===== src/design/ptmld_pkg.sv =====
// ============================================================================
// Packed tile map line drawer package
// Shared widths, tile packing constants, command codes and the records that
// pass between the front end, the command queue and the back end.
// ============================================================================
package ptmld_pkg;

    // Coordinates are full bytes; tiles are two-bit codes packed four to a byte.
    localparam int COORD_W       = 8;
    localparam int TILE_W        = 2;
    localparam int BITS_PER_TILE = 2;
    localparam logic [TILE_W-1:0] TILE_MASK = 2'b11;

    // Command queue depth. It must be a power of two so the pointers wrap.
    localparam int Q_DEPTH = 2;
    localparam int Q_PTR_W = 1;

    typedef enum logic {
        ACT_DRAW = 1'b0,
        ACT_READ = 1'b1
    } t_action;

    // A classified command: the line deltas and step directions are worked
    // out once at the front so the back end only iterates.
    typedef struct packed {
        t_action             action;
        logic [COORD_W-1:0]  x0;
        logic [COORD_W-1:0]  y0;
        logic [COORD_W-1:0]  adx;
        logic [COORD_W-1:0]  ady;
        logic [COORD_W-1:0]  span;
        logic                neg_x;
        logic                neg_y;
        logic [TILE_W-1:0]   code;
    } t_cmd;

    typedef struct packed {
        logic empty;
        logic full;
    } t_q_status;

endpackage


===== src/design/ptmld_front.sv =====
// ============================================================================
// Front end
// Accepts command beats and classifies them: absolute deltas, major distance
// and step directions, pushed into the command queue.
// ============================================================================
module ptmld_front (
    input  logic                                i_start,
    input  logic                                i_action,
    input  logic [ptmld_pkg::COORD_W-1:0]       i_start_x,
    input  logic [ptmld_pkg::COORD_W-1:0]       i_start_y,
    input  logic [ptmld_pkg::COORD_W-1:0]       i_end_x,
    input  logic [ptmld_pkg::COORD_W-1:0]       i_end_y,
    input  logic [ptmld_pkg::TILE_W-1:0]        i_tile_code,
    input  ptmld_pkg::t_q_status                i_q_stat,
    input  logic                                i_clearing,
    output logic                                o_busy,
    output logic                                o_push,
    output ptmld_pkg::t_cmd                     o_cmd
);

    logic [ptmld_pkg::COORD_W-1:0] adx;
    logic [ptmld_pkg::COORD_W-1:0] ady;

    assign o_busy = i_clearing || i_q_stat.full;
    assign o_push = i_start && !o_busy;

    assign adx = (i_end_x >= i_start_x) ? (i_end_x - i_start_x) : (i_start_x - i_end_x);
    assign ady = (i_end_y >= i_start_y) ? (i_end_y - i_start_y) : (i_start_y - i_end_y);

    always_comb begin
        o_cmd.action = ptmld_pkg::t_action'(i_action);
        o_cmd.x0     = i_start_x;
        o_cmd.y0     = i_start_y;
        o_cmd.adx    = adx;
        o_cmd.ady    = ady;
        o_cmd.span   = (adx > ady) ? adx : ady;
        o_cmd.neg_x  = i_end_x < i_start_x;
        o_cmd.neg_y  = i_end_y < i_start_y;
        o_cmd.code   = i_tile_code;
    end

endmodule


===== src/design/ptmld_fifo.sv =====
// ============================================================================
// Command queue
// A short first-in first-out queue of classified commands between the front
// end and the back end, with the head shown ahead of the pop.
// ============================================================================
module ptmld_fifo (
    input  logic                   i_clk,
    input  logic                   i_rst_n,
    input  logic                   i_push,
    input  ptmld_pkg::t_cmd        i_cmd,
    input  logic                   i_pop,
    output ptmld_pkg::t_cmd        o_head,
    output ptmld_pkg::t_q_status   o_stat
);

    ptmld_pkg::t_cmd                r_entry [ptmld_pkg::Q_DEPTH];
    logic [ptmld_pkg::Q_PTR_W-1:0]  r_wptr;
    logic [ptmld_pkg::Q_PTR_W-1:0]  r_rptr;
    logic [ptmld_pkg::Q_PTR_W:0]    r_count;

    always_ff @(posedge i_clk) begin
        if (!i_rst_n) begin
            r_wptr  <= '0;
            r_rptr  <= '0;
            r_count <= '0;
        end else begin
            if (i_push) begin
                r_wptr <= r_wptr + 1'b1;
            end
            if (i_pop) begin
                r_rptr <= r_rptr + 1'b1;
            end
            if (i_push && !i_pop) begin
                r_count <= r_count + 1'b1;
            end else if (i_pop && !i_push) begin
                r_count <= r_count - 1'b1;
            end
        end
    end

    always_ff @(posedge i_clk) begin
        if (i_push) begin
            r_entry[r_wptr] <= i_cmd;
        end
    end

    assign o_head       = r_entry[r_rptr];
    assign o_stat.empty = (r_count == '0);
    assign o_stat.full  = (r_count == (ptmld_pkg::Q_PTR_W+1)'(ptmld_pkg::Q_DEPTH));

endmodule


===== src/design/ptmld_back.sv =====
// ============================================================================
// Back end
// Owns the packed tile store. Clears it after reset, then takes commands from
// the queue: walks a line point by point with a read-modify-write per point
// on the map, or reads one tile, and issues the result beat.
// ============================================================================
module ptmld_back #(
    parameter int MAP_COLS = 32,
    parameter int MAP_ROWS = 32
) (
    input  logic                            i_clk,
    input  logic                            i_rst_n,
    input  ptmld_pkg::t_cmd                 i_head,
    input  ptmld_pkg::t_q_status            i_q_stat,
    output logic                            o_pop,
    output logic                            o_clearing,
    output logic                            o_valid,
    output logic [ptmld_pkg::TILE_W-1:0]    o_tile_value
);

    localparam int ROW_BYTES   = (MAP_COLS + 3) / 4;
    localparam int STORE_BYTES = ROW_BYTES * MAP_ROWS;
    localparam int ADDR_W      = (STORE_BYTES > 1) ? $clog2(STORE_BYTES) : 1;
    localparam int CLR_W       = $clog2(STORE_BYTES + 1);
    localparam int CW          = ptmld_pkg::COORD_W;

    typedef enum logic [2:0] {
        S_CLEAR,
        S_IDLE,
        S_POINT,
        S_MODIFY,
        S_READ_OUT
    } t_state;

    t_state                         r_state;
    logic [CLR_W-1:0]               r_clr;
    ptmld_pkg::t_action             r_action;
    logic [CW-1:0]                  r_px;
    logic [CW-1:0]                  r_py;
    logic [CW-1:0]                  r_adx;
    logic [CW-1:0]                  r_ady;
    logic [CW-1:0]                  r_dist;
    logic                           r_negx;
    logic                           r_negy;
    logic [ptmld_pkg::TILE_W-1:0]   r_code;
    logic [CW-1:0]                  r_ex;
    logic [CW-1:0]                  r_ey;
    logic [CW:0]                    r_left;
    logic [ADDR_W-1:0]              r_addr;
    logic                           r_valid;
    logic [ptmld_pkg::TILE_W-1:0]   r_value;
    logic [7:0]                     r_store [STORE_BYTES];
    logic [7:0]                     r_rdata;

    logic                           in_map;
    logic [15:0]                    addr_full;
    logic [ADDR_W-1:0]              pt_addr;
    logic [2:0]                     tile_sh;
    logic [7:0]                     mod_byte;
    logic [ptmld_pkg::TILE_W-1:0]   rd_tile;
    logic [CW:0]                    ex_sum;
    logic [CW:0]                    ey_sum;
    logic                           ex_step;
    logic                           ey_step;
    logic [CW-1:0]                  ex_next;
    logic [CW-1:0]                  ey_next;
    logic [CW-1:0]                  px_next;
    logic [CW-1:0]                  py_next;
    logic                           last_pt;
    logic                           mem_we;
    logic [ADDR_W-1:0]              mem_waddr;
    logic [7:0]                     mem_wdata;
    logic                           mem_re;

    // Point addressing and tile packing.
    assign in_map    = ({1'b0, r_px} < (CW+1)'(MAP_COLS)) && ({1'b0, r_py} < (CW+1)'(MAP_ROWS));
    assign addr_full = 16'(r_py) * 16'(ROW_BYTES) + 16'(r_px[CW-1:2]);
    assign pt_addr   = addr_full[ADDR_W-1:0];
    assign tile_sh   = 3'(r_px[1:0] * ptmld_pkg::BITS_PER_TILE);
    assign mod_byte  = (r_rdata & ~(8'(ptmld_pkg::TILE_MASK) << tile_sh))
                     | (8'(r_code) << tile_sh);
    assign rd_tile   = ptmld_pkg::TILE_W'(r_rdata >> tile_sh) & ptmld_pkg::TILE_MASK;

    // Accumulator step for both axes.
    assign ex_sum  = {1'b0, r_ex} + {1'b0, r_adx};
    assign ey_sum  = {1'b0, r_ey} + {1'b0, r_ady};
    assign ex_step = ex_sum > {1'b0, r_dist};
    assign ey_step = ey_sum > {1'b0, r_dist};
    assign ex_next = ex_step ? CW'(ex_sum - {1'b0, r_dist}) : ex_sum[CW-1:0];
    assign ey_next = ey_step ? CW'(ey_sum - {1'b0, r_dist}) : ey_sum[CW-1:0];
    assign px_next = !ex_step ? r_px : (r_negx ? r_px - 1'b1 : r_px + 1'b1);
    assign py_next = !ey_step ? r_py : (r_negy ? r_py - 1'b1 : r_py + 1'b1);
    assign last_pt = (r_left == '0);

    assign o_pop      = (r_state == S_IDLE) && !i_q_stat.empty;
    assign o_clearing = (r_state == S_CLEAR);

    always_comb begin
        mem_we    = 1'b0;
        mem_waddr = r_addr;
        mem_wdata = mod_byte;
        if (r_state == S_CLEAR) begin
            mem_we    = 1'b1;
            mem_waddr = r_clr[ADDR_W-1:0];
            mem_wdata = '0;
        end else if (r_state == S_MODIFY) begin
            mem_we = 1'b1;
        end
    end

    assign mem_re = (r_state == S_POINT) && in_map;

    always_ff @(posedge i_clk) begin
        if (mem_we) begin
            r_store[mem_waddr] <= mem_wdata;
        end
        if (mem_re) begin
            r_rdata <= r_store[pt_addr];
        end
    end

    always_ff @(posedge i_clk) begin
        if (!i_rst_n) begin
            r_state <= S_CLEAR;
            r_clr   <= '0;
            r_valid <= 1'b0;
            r_value <= '0;
        end else begin
            r_valid <= 1'b0;
            case (r_state)
                S_CLEAR: begin
                    r_clr <= r_clr + 1'b1;
                    if (r_clr == CLR_W'(STORE_BYTES - 1)) begin
                        r_state <= S_IDLE;
                    end
                end
                S_IDLE: begin
                    if (!i_q_stat.empty) begin
                        r_action <= i_head.action;
                        r_px     <= i_head.x0;
                        r_py     <= i_head.y0;
                        r_adx    <= i_head.adx;
                        r_ady    <= i_head.ady;
                        r_dist   <= i_head.span;
                        r_negx   <= i_head.neg_x;
                        r_negy   <= i_head.neg_y;
                        r_code   <= i_head.code;
                        r_ex     <= '0;
                        r_ey     <= '0;
                        r_left   <= {1'b0, i_head.span} + 1'b1;
                        r_state  <= S_POINT;
                    end
                end
                S_POINT: begin
                    r_addr <= pt_addr;
                    if (r_action == ptmld_pkg::ACT_READ) begin
                        if (in_map) begin
                            r_state <= S_READ_OUT;
                        end else begin
                            r_valid <= 1'b1;
                            r_value <= '0;
                            r_state <= S_IDLE;
                        end
                    end else if (in_map) begin
                        r_state <= S_MODIFY;
                    end else begin
                        r_px   <= px_next;
                        r_py   <= py_next;
                        r_ex   <= ex_next;
                        r_ey   <= ey_next;
                        r_left <= r_left - 1'b1;
                        if (last_pt) begin
                            r_valid <= 1'b1;
                            r_value <= '0;
                            r_state <= S_IDLE;
                        end
                    end
                end
                S_MODIFY: begin
                    r_px   <= px_next;
                    r_py   <= py_next;
                    r_ex   <= ex_next;
                    r_ey   <= ey_next;
                    r_left <= r_left - 1'b1;
                    if (last_pt) begin
                        r_valid <= 1'b1;
                        r_value <= '0;
                        r_state <= S_IDLE;
                    end else begin
                        r_state <= S_POINT;
                    end
                end
                S_READ_OUT: begin
                    r_valid <= 1'b1;
                    r_value <= rd_tile;
                    r_state <= S_IDLE;
                end
                default: begin
                    r_state <= S_IDLE;
                end
            endcase
        end
    end

    assign o_valid      = r_valid;
    assign o_tile_value = r_value;

endmodule


===== src/design/packed_tile_map_line_drawer.sv =====
// ============================================================================
// Packed tile map line drawer
// Keeps a map of two-bit tile codes packed four to a byte, draws lines into
// it and reads single tiles back.
// ============================================================================
// A command beat is taken at a rising edge where start is high and busy is
// low, and every command produces exactly one result beat: o_valid is high
// for one cycle with o_tile_value, and that beat cannot be held off, so the
// receiver must take it when it appears. After reset the block sweeps the
// whole tile store to zero, one byte per cycle, holding busy high until the
// sweep is done. Commands then pass through a two-deep queue: busy stays
// low until the queue is full, so up to two commands can wait while a third
// is being executed. A draw command walks the line over d+2 points, where d
// is the larger of the absolute column and row deltas; each point on the map
// costs a read and a write of the single-port store, and each point off the
// map is dropped without a store access. The command is loaded from the
// queue before its first point. A read looks up one tile in the store when
// it is on the map. The store's read-modify-write per point sets the rate.
// A draw returns a tile value of zero; a read outside the map returns zero.

module packed_tile_map_line_drawer #(
    parameter int MAP_COLS = 32,
    parameter int MAP_ROWS = 32
) (
    input  logic                            i_clk,
    input  logic                            i_rst_n,
    input  logic                            start,
    input  logic                            i_action,
    input  logic [ptmld_pkg::COORD_W-1:0]   i_start_x,
    input  logic [ptmld_pkg::COORD_W-1:0]   i_start_y,
    input  logic [ptmld_pkg::COORD_W-1:0]   i_end_x,
    input  logic [ptmld_pkg::COORD_W-1:0]   i_end_y,
    input  logic [ptmld_pkg::TILE_W-1:0]    i_tile_code,
    output logic                            busy,
    output logic                            o_valid,
    output logic [ptmld_pkg::TILE_W-1:0]    o_tile_value
);

    // Classified command from the front end into the queue.
    ptmld_pkg::t_cmd        cmd_in;
    logic                   cmd_push;
    // Queue head and fill status toward the back end.
    ptmld_pkg::t_cmd        cmd_head;
    ptmld_pkg::t_q_status   q_stat;
    logic                   cmd_pop;
    // The back end holds the front off while the store is being cleared.
    logic                   clearing;

    // The front end works out the deltas and step directions at accept time,
    // so the back end only loads them and iterates.
    ptmld_front u_front (
        .i_start     (start),
        .i_action    (i_action),
        .i_start_x   (i_start_x),
        .i_start_y   (i_start_y),
        .i_end_x     (i_end_x),
        .i_end_y     (i_end_y),
        .i_tile_code (i_tile_code),
        .i_q_stat    (q_stat),
        .i_clearing  (clearing),
        .o_busy      (busy),
        .o_push      (cmd_push),
        .o_cmd       (cmd_in)
    );

    // The queue decouples command intake from line drawing.
    ptmld_fifo u_fifo (
        .i_clk   (i_clk),
        .i_rst_n (i_rst_n),
        .i_push  (cmd_push),
        .i_cmd   (cmd_in),
        .i_pop   (cmd_pop),
        .o_head  (cmd_head),
        .o_stat  (q_stat)
    );

    // The back end owns the tile store and issues every result beat.
    ptmld_back #(
        .MAP_COLS (MAP_COLS),
        .MAP_ROWS (MAP_ROWS)
    ) u_back (
        .i_clk        (i_clk),
        .i_rst_n      (i_rst_n),
        .i_head       (cmd_head),
        .i_q_stat     (q_stat),
        .o_pop        (cmd_pop),
        .o_clearing   (clearing),
        .o_valid      (o_valid),
        .o_tile_value (o_tile_value)
    );

endmodule


===== config.mk =====
export PLATFORM = sky130hd
export DESIGN_NAME = packed_tile_map_line_drawer
export DESIGN_NICKNAME = d
export VERILOG_FILES = /design/src/design/ptmld_pkg.sv /design/src/design/ptmld_front.sv /design/src/design/ptmld_fifo.sv /design/src/design/ptmld_back.sv /design/src/design/packed_tile_map_line_drawer.sv
export SDC_FILE = /design/constraint.sdc
export NUM_CORES = 2
export LEC_CHECK = 0
export BUFFER_PORTS_ARGS = -buffer_cell sky130_fd_sc_hd__buf_2
export CAP_MARGIN = 15
export CORE_ASPECT_RATIO = 1.25
export CORE_MARGIN = 3
export CORE_UTILIZATION = 45
export CTS_CLUSTER_SIZE = 14
export DETAILED_ROUTE_END_ITERATION = 12
export PLACE_DENSITY_LB_ADDON = 0.1
export RECOVER_POWER = 50
export SLEW_MARGIN = 20
export SYNTH_ARGS = -nofsm -noshare
export SYNTH_HDL_FRONTEND = slang
export SYNTH_HIERARCHICAL = 1
export SYNTH_SLANG_ARGS = --single-unit

===== constraint.sdc =====
create_clock -name i_clk -period 11.6 [get_ports i_clk]
set_clock_uncertainty 0.2 [all_clocks]
set_input_delay 2.32 -clock i_clk [delete_from_list [all_inputs] [get_ports i_clk]]
set_output_delay 2.32 -clock i_clk [all_outputs]
set_load 0.01 [all_outputs]

==> results.md <==
- Counting flops with an async set or reset pin after synthesis yields a share of 0%.
- Synthesis instantiated 66 different standard cells from the library.
- The overflow left after global routing is 0.
- Of all nets on the critical path, the largest fanout is between 70 and 80.
- The overall die area is 205000 µm².
- The arrival time of the worst setup path is 8070 ps.
- Setup repair after global routing left no endpoint under its margin.
- Summed over all instances, the cell type with the most area after synthesis is sky130_fd_sc_hd__edfxtp_1.
- The maximum clock frequency is 125 MHz.
- The tool flagged a number of max-cap violations equal to 23.
- The synthesized area is 89800 µm².
- TritonCTS built the clock tree.
- The final-layout setup total negative slack is 0 ps.
- STA classifies the critical path endpoint as a register.
- Across all layers, the routed design uses 43700 vias.
- The die is 406 µm wide.
- Ranked by instance count, the synthesized netlist is headed by 2224 x sky130_fd_sc_hd__edfxtp_1, 514 x sky130_fd_sc_hd__mux4_2, 318 x sky130_fd_sc_hd__nor2_1, 190 x sky130_fd_sc_hd__a22oi_1, 190 x sky130_fd_sc_hd__nand2_1.
- The required time of the critical path is ~12000 ps.
- The met3 wirelength from detailed routing is 11.5 mm.
- The worst-skew pair later-pin latency is 860 ps.
- Before antenna repair, the detailed router went through 5 iterations.
- The area share of the largest cell type after synthesis is 74.3%.
- Buffers placed on the I/O ports in this run total 41.
- The register area share after synthesis is 74.8%.
- The pin slew with the least headroom to its limit is 5160 ps.
- The per-cell routed wire length is 30.0 µm.
- Synthesis produced a netlist with a net count of 4676.
- The worst slack on hold paths is 345 ps.
- The run finished, with violations left.
- Yosys printed 6 warnings.
- The post-route DRC violation count is 0.
- The H-tree was split into 4 levels.
- The row count is 182.
- The clock root buffer is sky130_fd_sc_hd__clkbuf_16.
- The most frequent cell after synthesis is sky130_fd_sc_hd__edfxtp_1.
- The clock transition at the registers of the reported paths is 60 ps.
- The final reports fail on max-capacitance violations, max-slew violations.
- After clock tree synthesis, the setup repair step added 0 buffers.
- The floorplan core area is 198000 µm².
- Wire segments on met2 add up to between 100 and 150 mm in the final route.
- The number of nets in the final layout is 4748.
- The dominant cell type by count on the critical path is sky130_fd_sc_hd__clkbuf_1.
- The mean cell area of the mapped netlist is 19.8 µm².
- The synthesis-to-layout area growth is 10.7%.
- The count of flip-flops with a built-in enable after synthesis is 2224.
- Once detailed placement completed, the half-perimeter wirelength came to 131 mm.
- Setup violations remaining at the end of the flow were counted as 0.
- The die outline height is 506 µm.
- The number of clock buffers inserted by TritonCTS is 215.
- For this run, the leading register cell type out of synthesis is sky130_fd_sc_hd__edfxtp_1.
- The count of final max-slew check failures is 1529.
- The register bit total from synthesis is 2244.
- The cell count after synthesis is 4537.
- The number of placed I/O pins is 42.
- Summed over all layers, the routed wires come to 221 mm.
- The count of buffering cells on the critical path with inverters included is 4.
- The worst setup path is launched from a register.
- Dividing total power by cell area gives a power density of 160 nW/µm².
- In this design, the largest share of critical-path delay is due to buffers and inverters.
- In this design, the stage delay of the slowest critical-path cell is 2650 ps.
- The via count of the first global-routing pass is 44800.
- The slack of the worst reg-to-reg path is approximately 3600 ps.
- Dividing the final minimum period by the clock period gives around 69%.
- The combined global-route utilization of all metal layers is 21.5%.
- IR analysis of the VDD net gives a maximum drop of 0.000142 V.
- The analysis attributes to cell leakage a power of about 29 nW.
- Entering global routing, the biggest net connects 209 pins.
- In the final layout, the share of cells above drive strength 1 is 19.8%.
- The deepest clock path buffer count is 3.
- Post-CTS repair changed the size of 0 cells.
- Signal routing reaches up to met5.
- The setup path with the least slack is of type reg2reg.
- For this block, the initial DRC count from the detailed router was about 4300.
- The first global-routing pass estimated ~320 mm of wire.
- The min-delay analysis places its worst path in the category reg2reg.
- After detailed routing, the wire length on met1 is 95.7 mm.
- The number of failing hold endpoints at the final stage came to 0.
- The routed via count divided by cell count is 5.94.
- Traced cell by cell, the critical path runs through or3_1 -> inv_1 -> clkbuf_1 -> a21oi_1 -> clkbuf_1 -> clkbuf_1.
- Counting every sink on the clock net gives 2244.
- The library cell contributing the largest single delay on the critical path is sky130_fd_sc_hd__clkbuf_1.
- The congestion estimate from routability-driven global placement came to a little over 0.8.
- The routed design could run at a clock period as short as between 8000 and 9000 ps.
- The initial antenna violation count is 7.
- Sorting the synthesized cells by area gives the leading types as sky130_fd_sc_hd__edfxtp_1 74%, sky130_fd_sc_hd__mux4_2 13%, sky130_fd_sc_hd__a22oi_1 1.6%.
- In this run the tightest slew margin relative to its limit is -244%.
- The number of routed nets with antenna violations is 0.
- The cts-stage hold buffer count is 0.
- The starting utilization of the core area is a little under half.
[cell families (layout without fill, tap and decap cells)]
family                     after synthesis  count (layout)  share of synthesized area (%)
and+or+nand+nor                        661             661                           3.18
AOI/OAI and AO/OA                      522             522                           4.07
DFF                                   2244            2244                           74.8
muxes                                  591             591                           13.8
xor gates and xnor gates                73              73                          0.728
buffers and inverters                  345             591                           1.92
adders and majority gates              101             101                           1.50
other                                    0               1                              0
[per-layer routing]
layer | up-vias | track usage, %
met1 | 23400 | 31.1
met2 | 1241 | 34.7
li1 | 18700 | -
met5 | - | 0
met4 | 2 | 5.82
met3 | 288 | 2.92
[metrics by stage]
| step | setup slack [ps] | cells | cell area [µm²] | power [mW] | util (%) |
|---|---|---|---|---|---|
| after floorplan | 1640 | 4537 | 89800 | 9.13 | - |
| after global placement | 4940 | 6968 | 92700 | 9.21 | 46.9 |
| after detailed placement | 4950 | 6968 | 92700 | 9.21 | 46.9 |
| after CTS | 5900 | 7359 | 99700 | 16.1 | 50.4 |
| after global routing | 2880 | 7360 | 99500 | 16.4 | 50.3 |
| final | 3580 | 7360 | 99500 | 16.0 | 50.3 |
[registers in the layout, indices dropped and copies added, names as in the netlist, named ones only]
register	count
u_back/r_ady	8
u_back/r_py	8
u_back/o_tile_value	2
u_back/r_negx	1
u_fifo/r_wptr	1
u_back/r_ey	8
u_back/r_dist	8
u_back/r_left	9
u_back/r_rdata	8
u_back/r_action	1
u_back/o_valid	1
u_back/r_negy	1
u_back/r_state	3
u_back/r_adx	8
u_back/r_store	2048
u_back/r_addr	8
u_fifo/r_count	2
u_fifo/r_rptr	1
u_back/r_clr	9
u_back/r_code	2
u_back/r_px	8
u_back/r_ex	8
u_fifo/r_entry	90
[layout by cell type, fill, tap and decap left out, drive strengths merged, types with 12 or more instances in the layout]
master / instances
edfxtp: 2224
mux4: 514
clkbuf: 321
nor2: 318
a22oi: 190
nand2: 190
inv: 92
ha: 90
clkinv: 84
a21oi: 73
buf: 71
o21ai: 56
o22ai: 48
mux2: 48
xnor2: 45
a221oi: 37
a22o: 33
mux2i: 29
xor2: 28
a21o: 28
nor3: 22
dfxtp: 20
bufinv: 19
nand3: 19
nor2b: 19
nor4: 17
nand3b: 13
and2: 12
[worst paths after layout]
check | start | endpoint | cells after the start
setup / recovery | u_back/r_state[0] | u_back/r_store[140][2] | 6
hold / removal | u_fifo/r_count[1] | u_fifo/r_count[1] | 2
setup reg to reg | u_back/r_state[0] | u_back/r_store[140][2] | 6
hold reg to reg | u_fifo/r_count[1] | u_fifo/r_count[1] | 2
[power by group]
group	internal, mW	total [mW]	switching (mW)
registers	8.81	8.81	0.00365
clock network	3.92	6.91	2.99
logic	0.0740	0.226	0.152
[layout make-up]
cell class                      count  area [µm²]
Sequential cell                  2244       67200
Clock inverter                    116        1170
Multi-Input combinational cell   1948       21100
Inverter                           83         312
Timing Repair Buffer              117         766
Fill cell                       16000       98200
Tap cell                         2576        3220
Antenna cell                        1        2.50
Clock buffer                      275        5750
[worst register-to-register path: cells and delay by family, from the launching register on]
family	cells	cell delay, ps
simple gates	1	650
compound gates	1	440
buf+inv	4	5380
flops	1	680
Note: power is estimated with default switching activity, not from simulation.
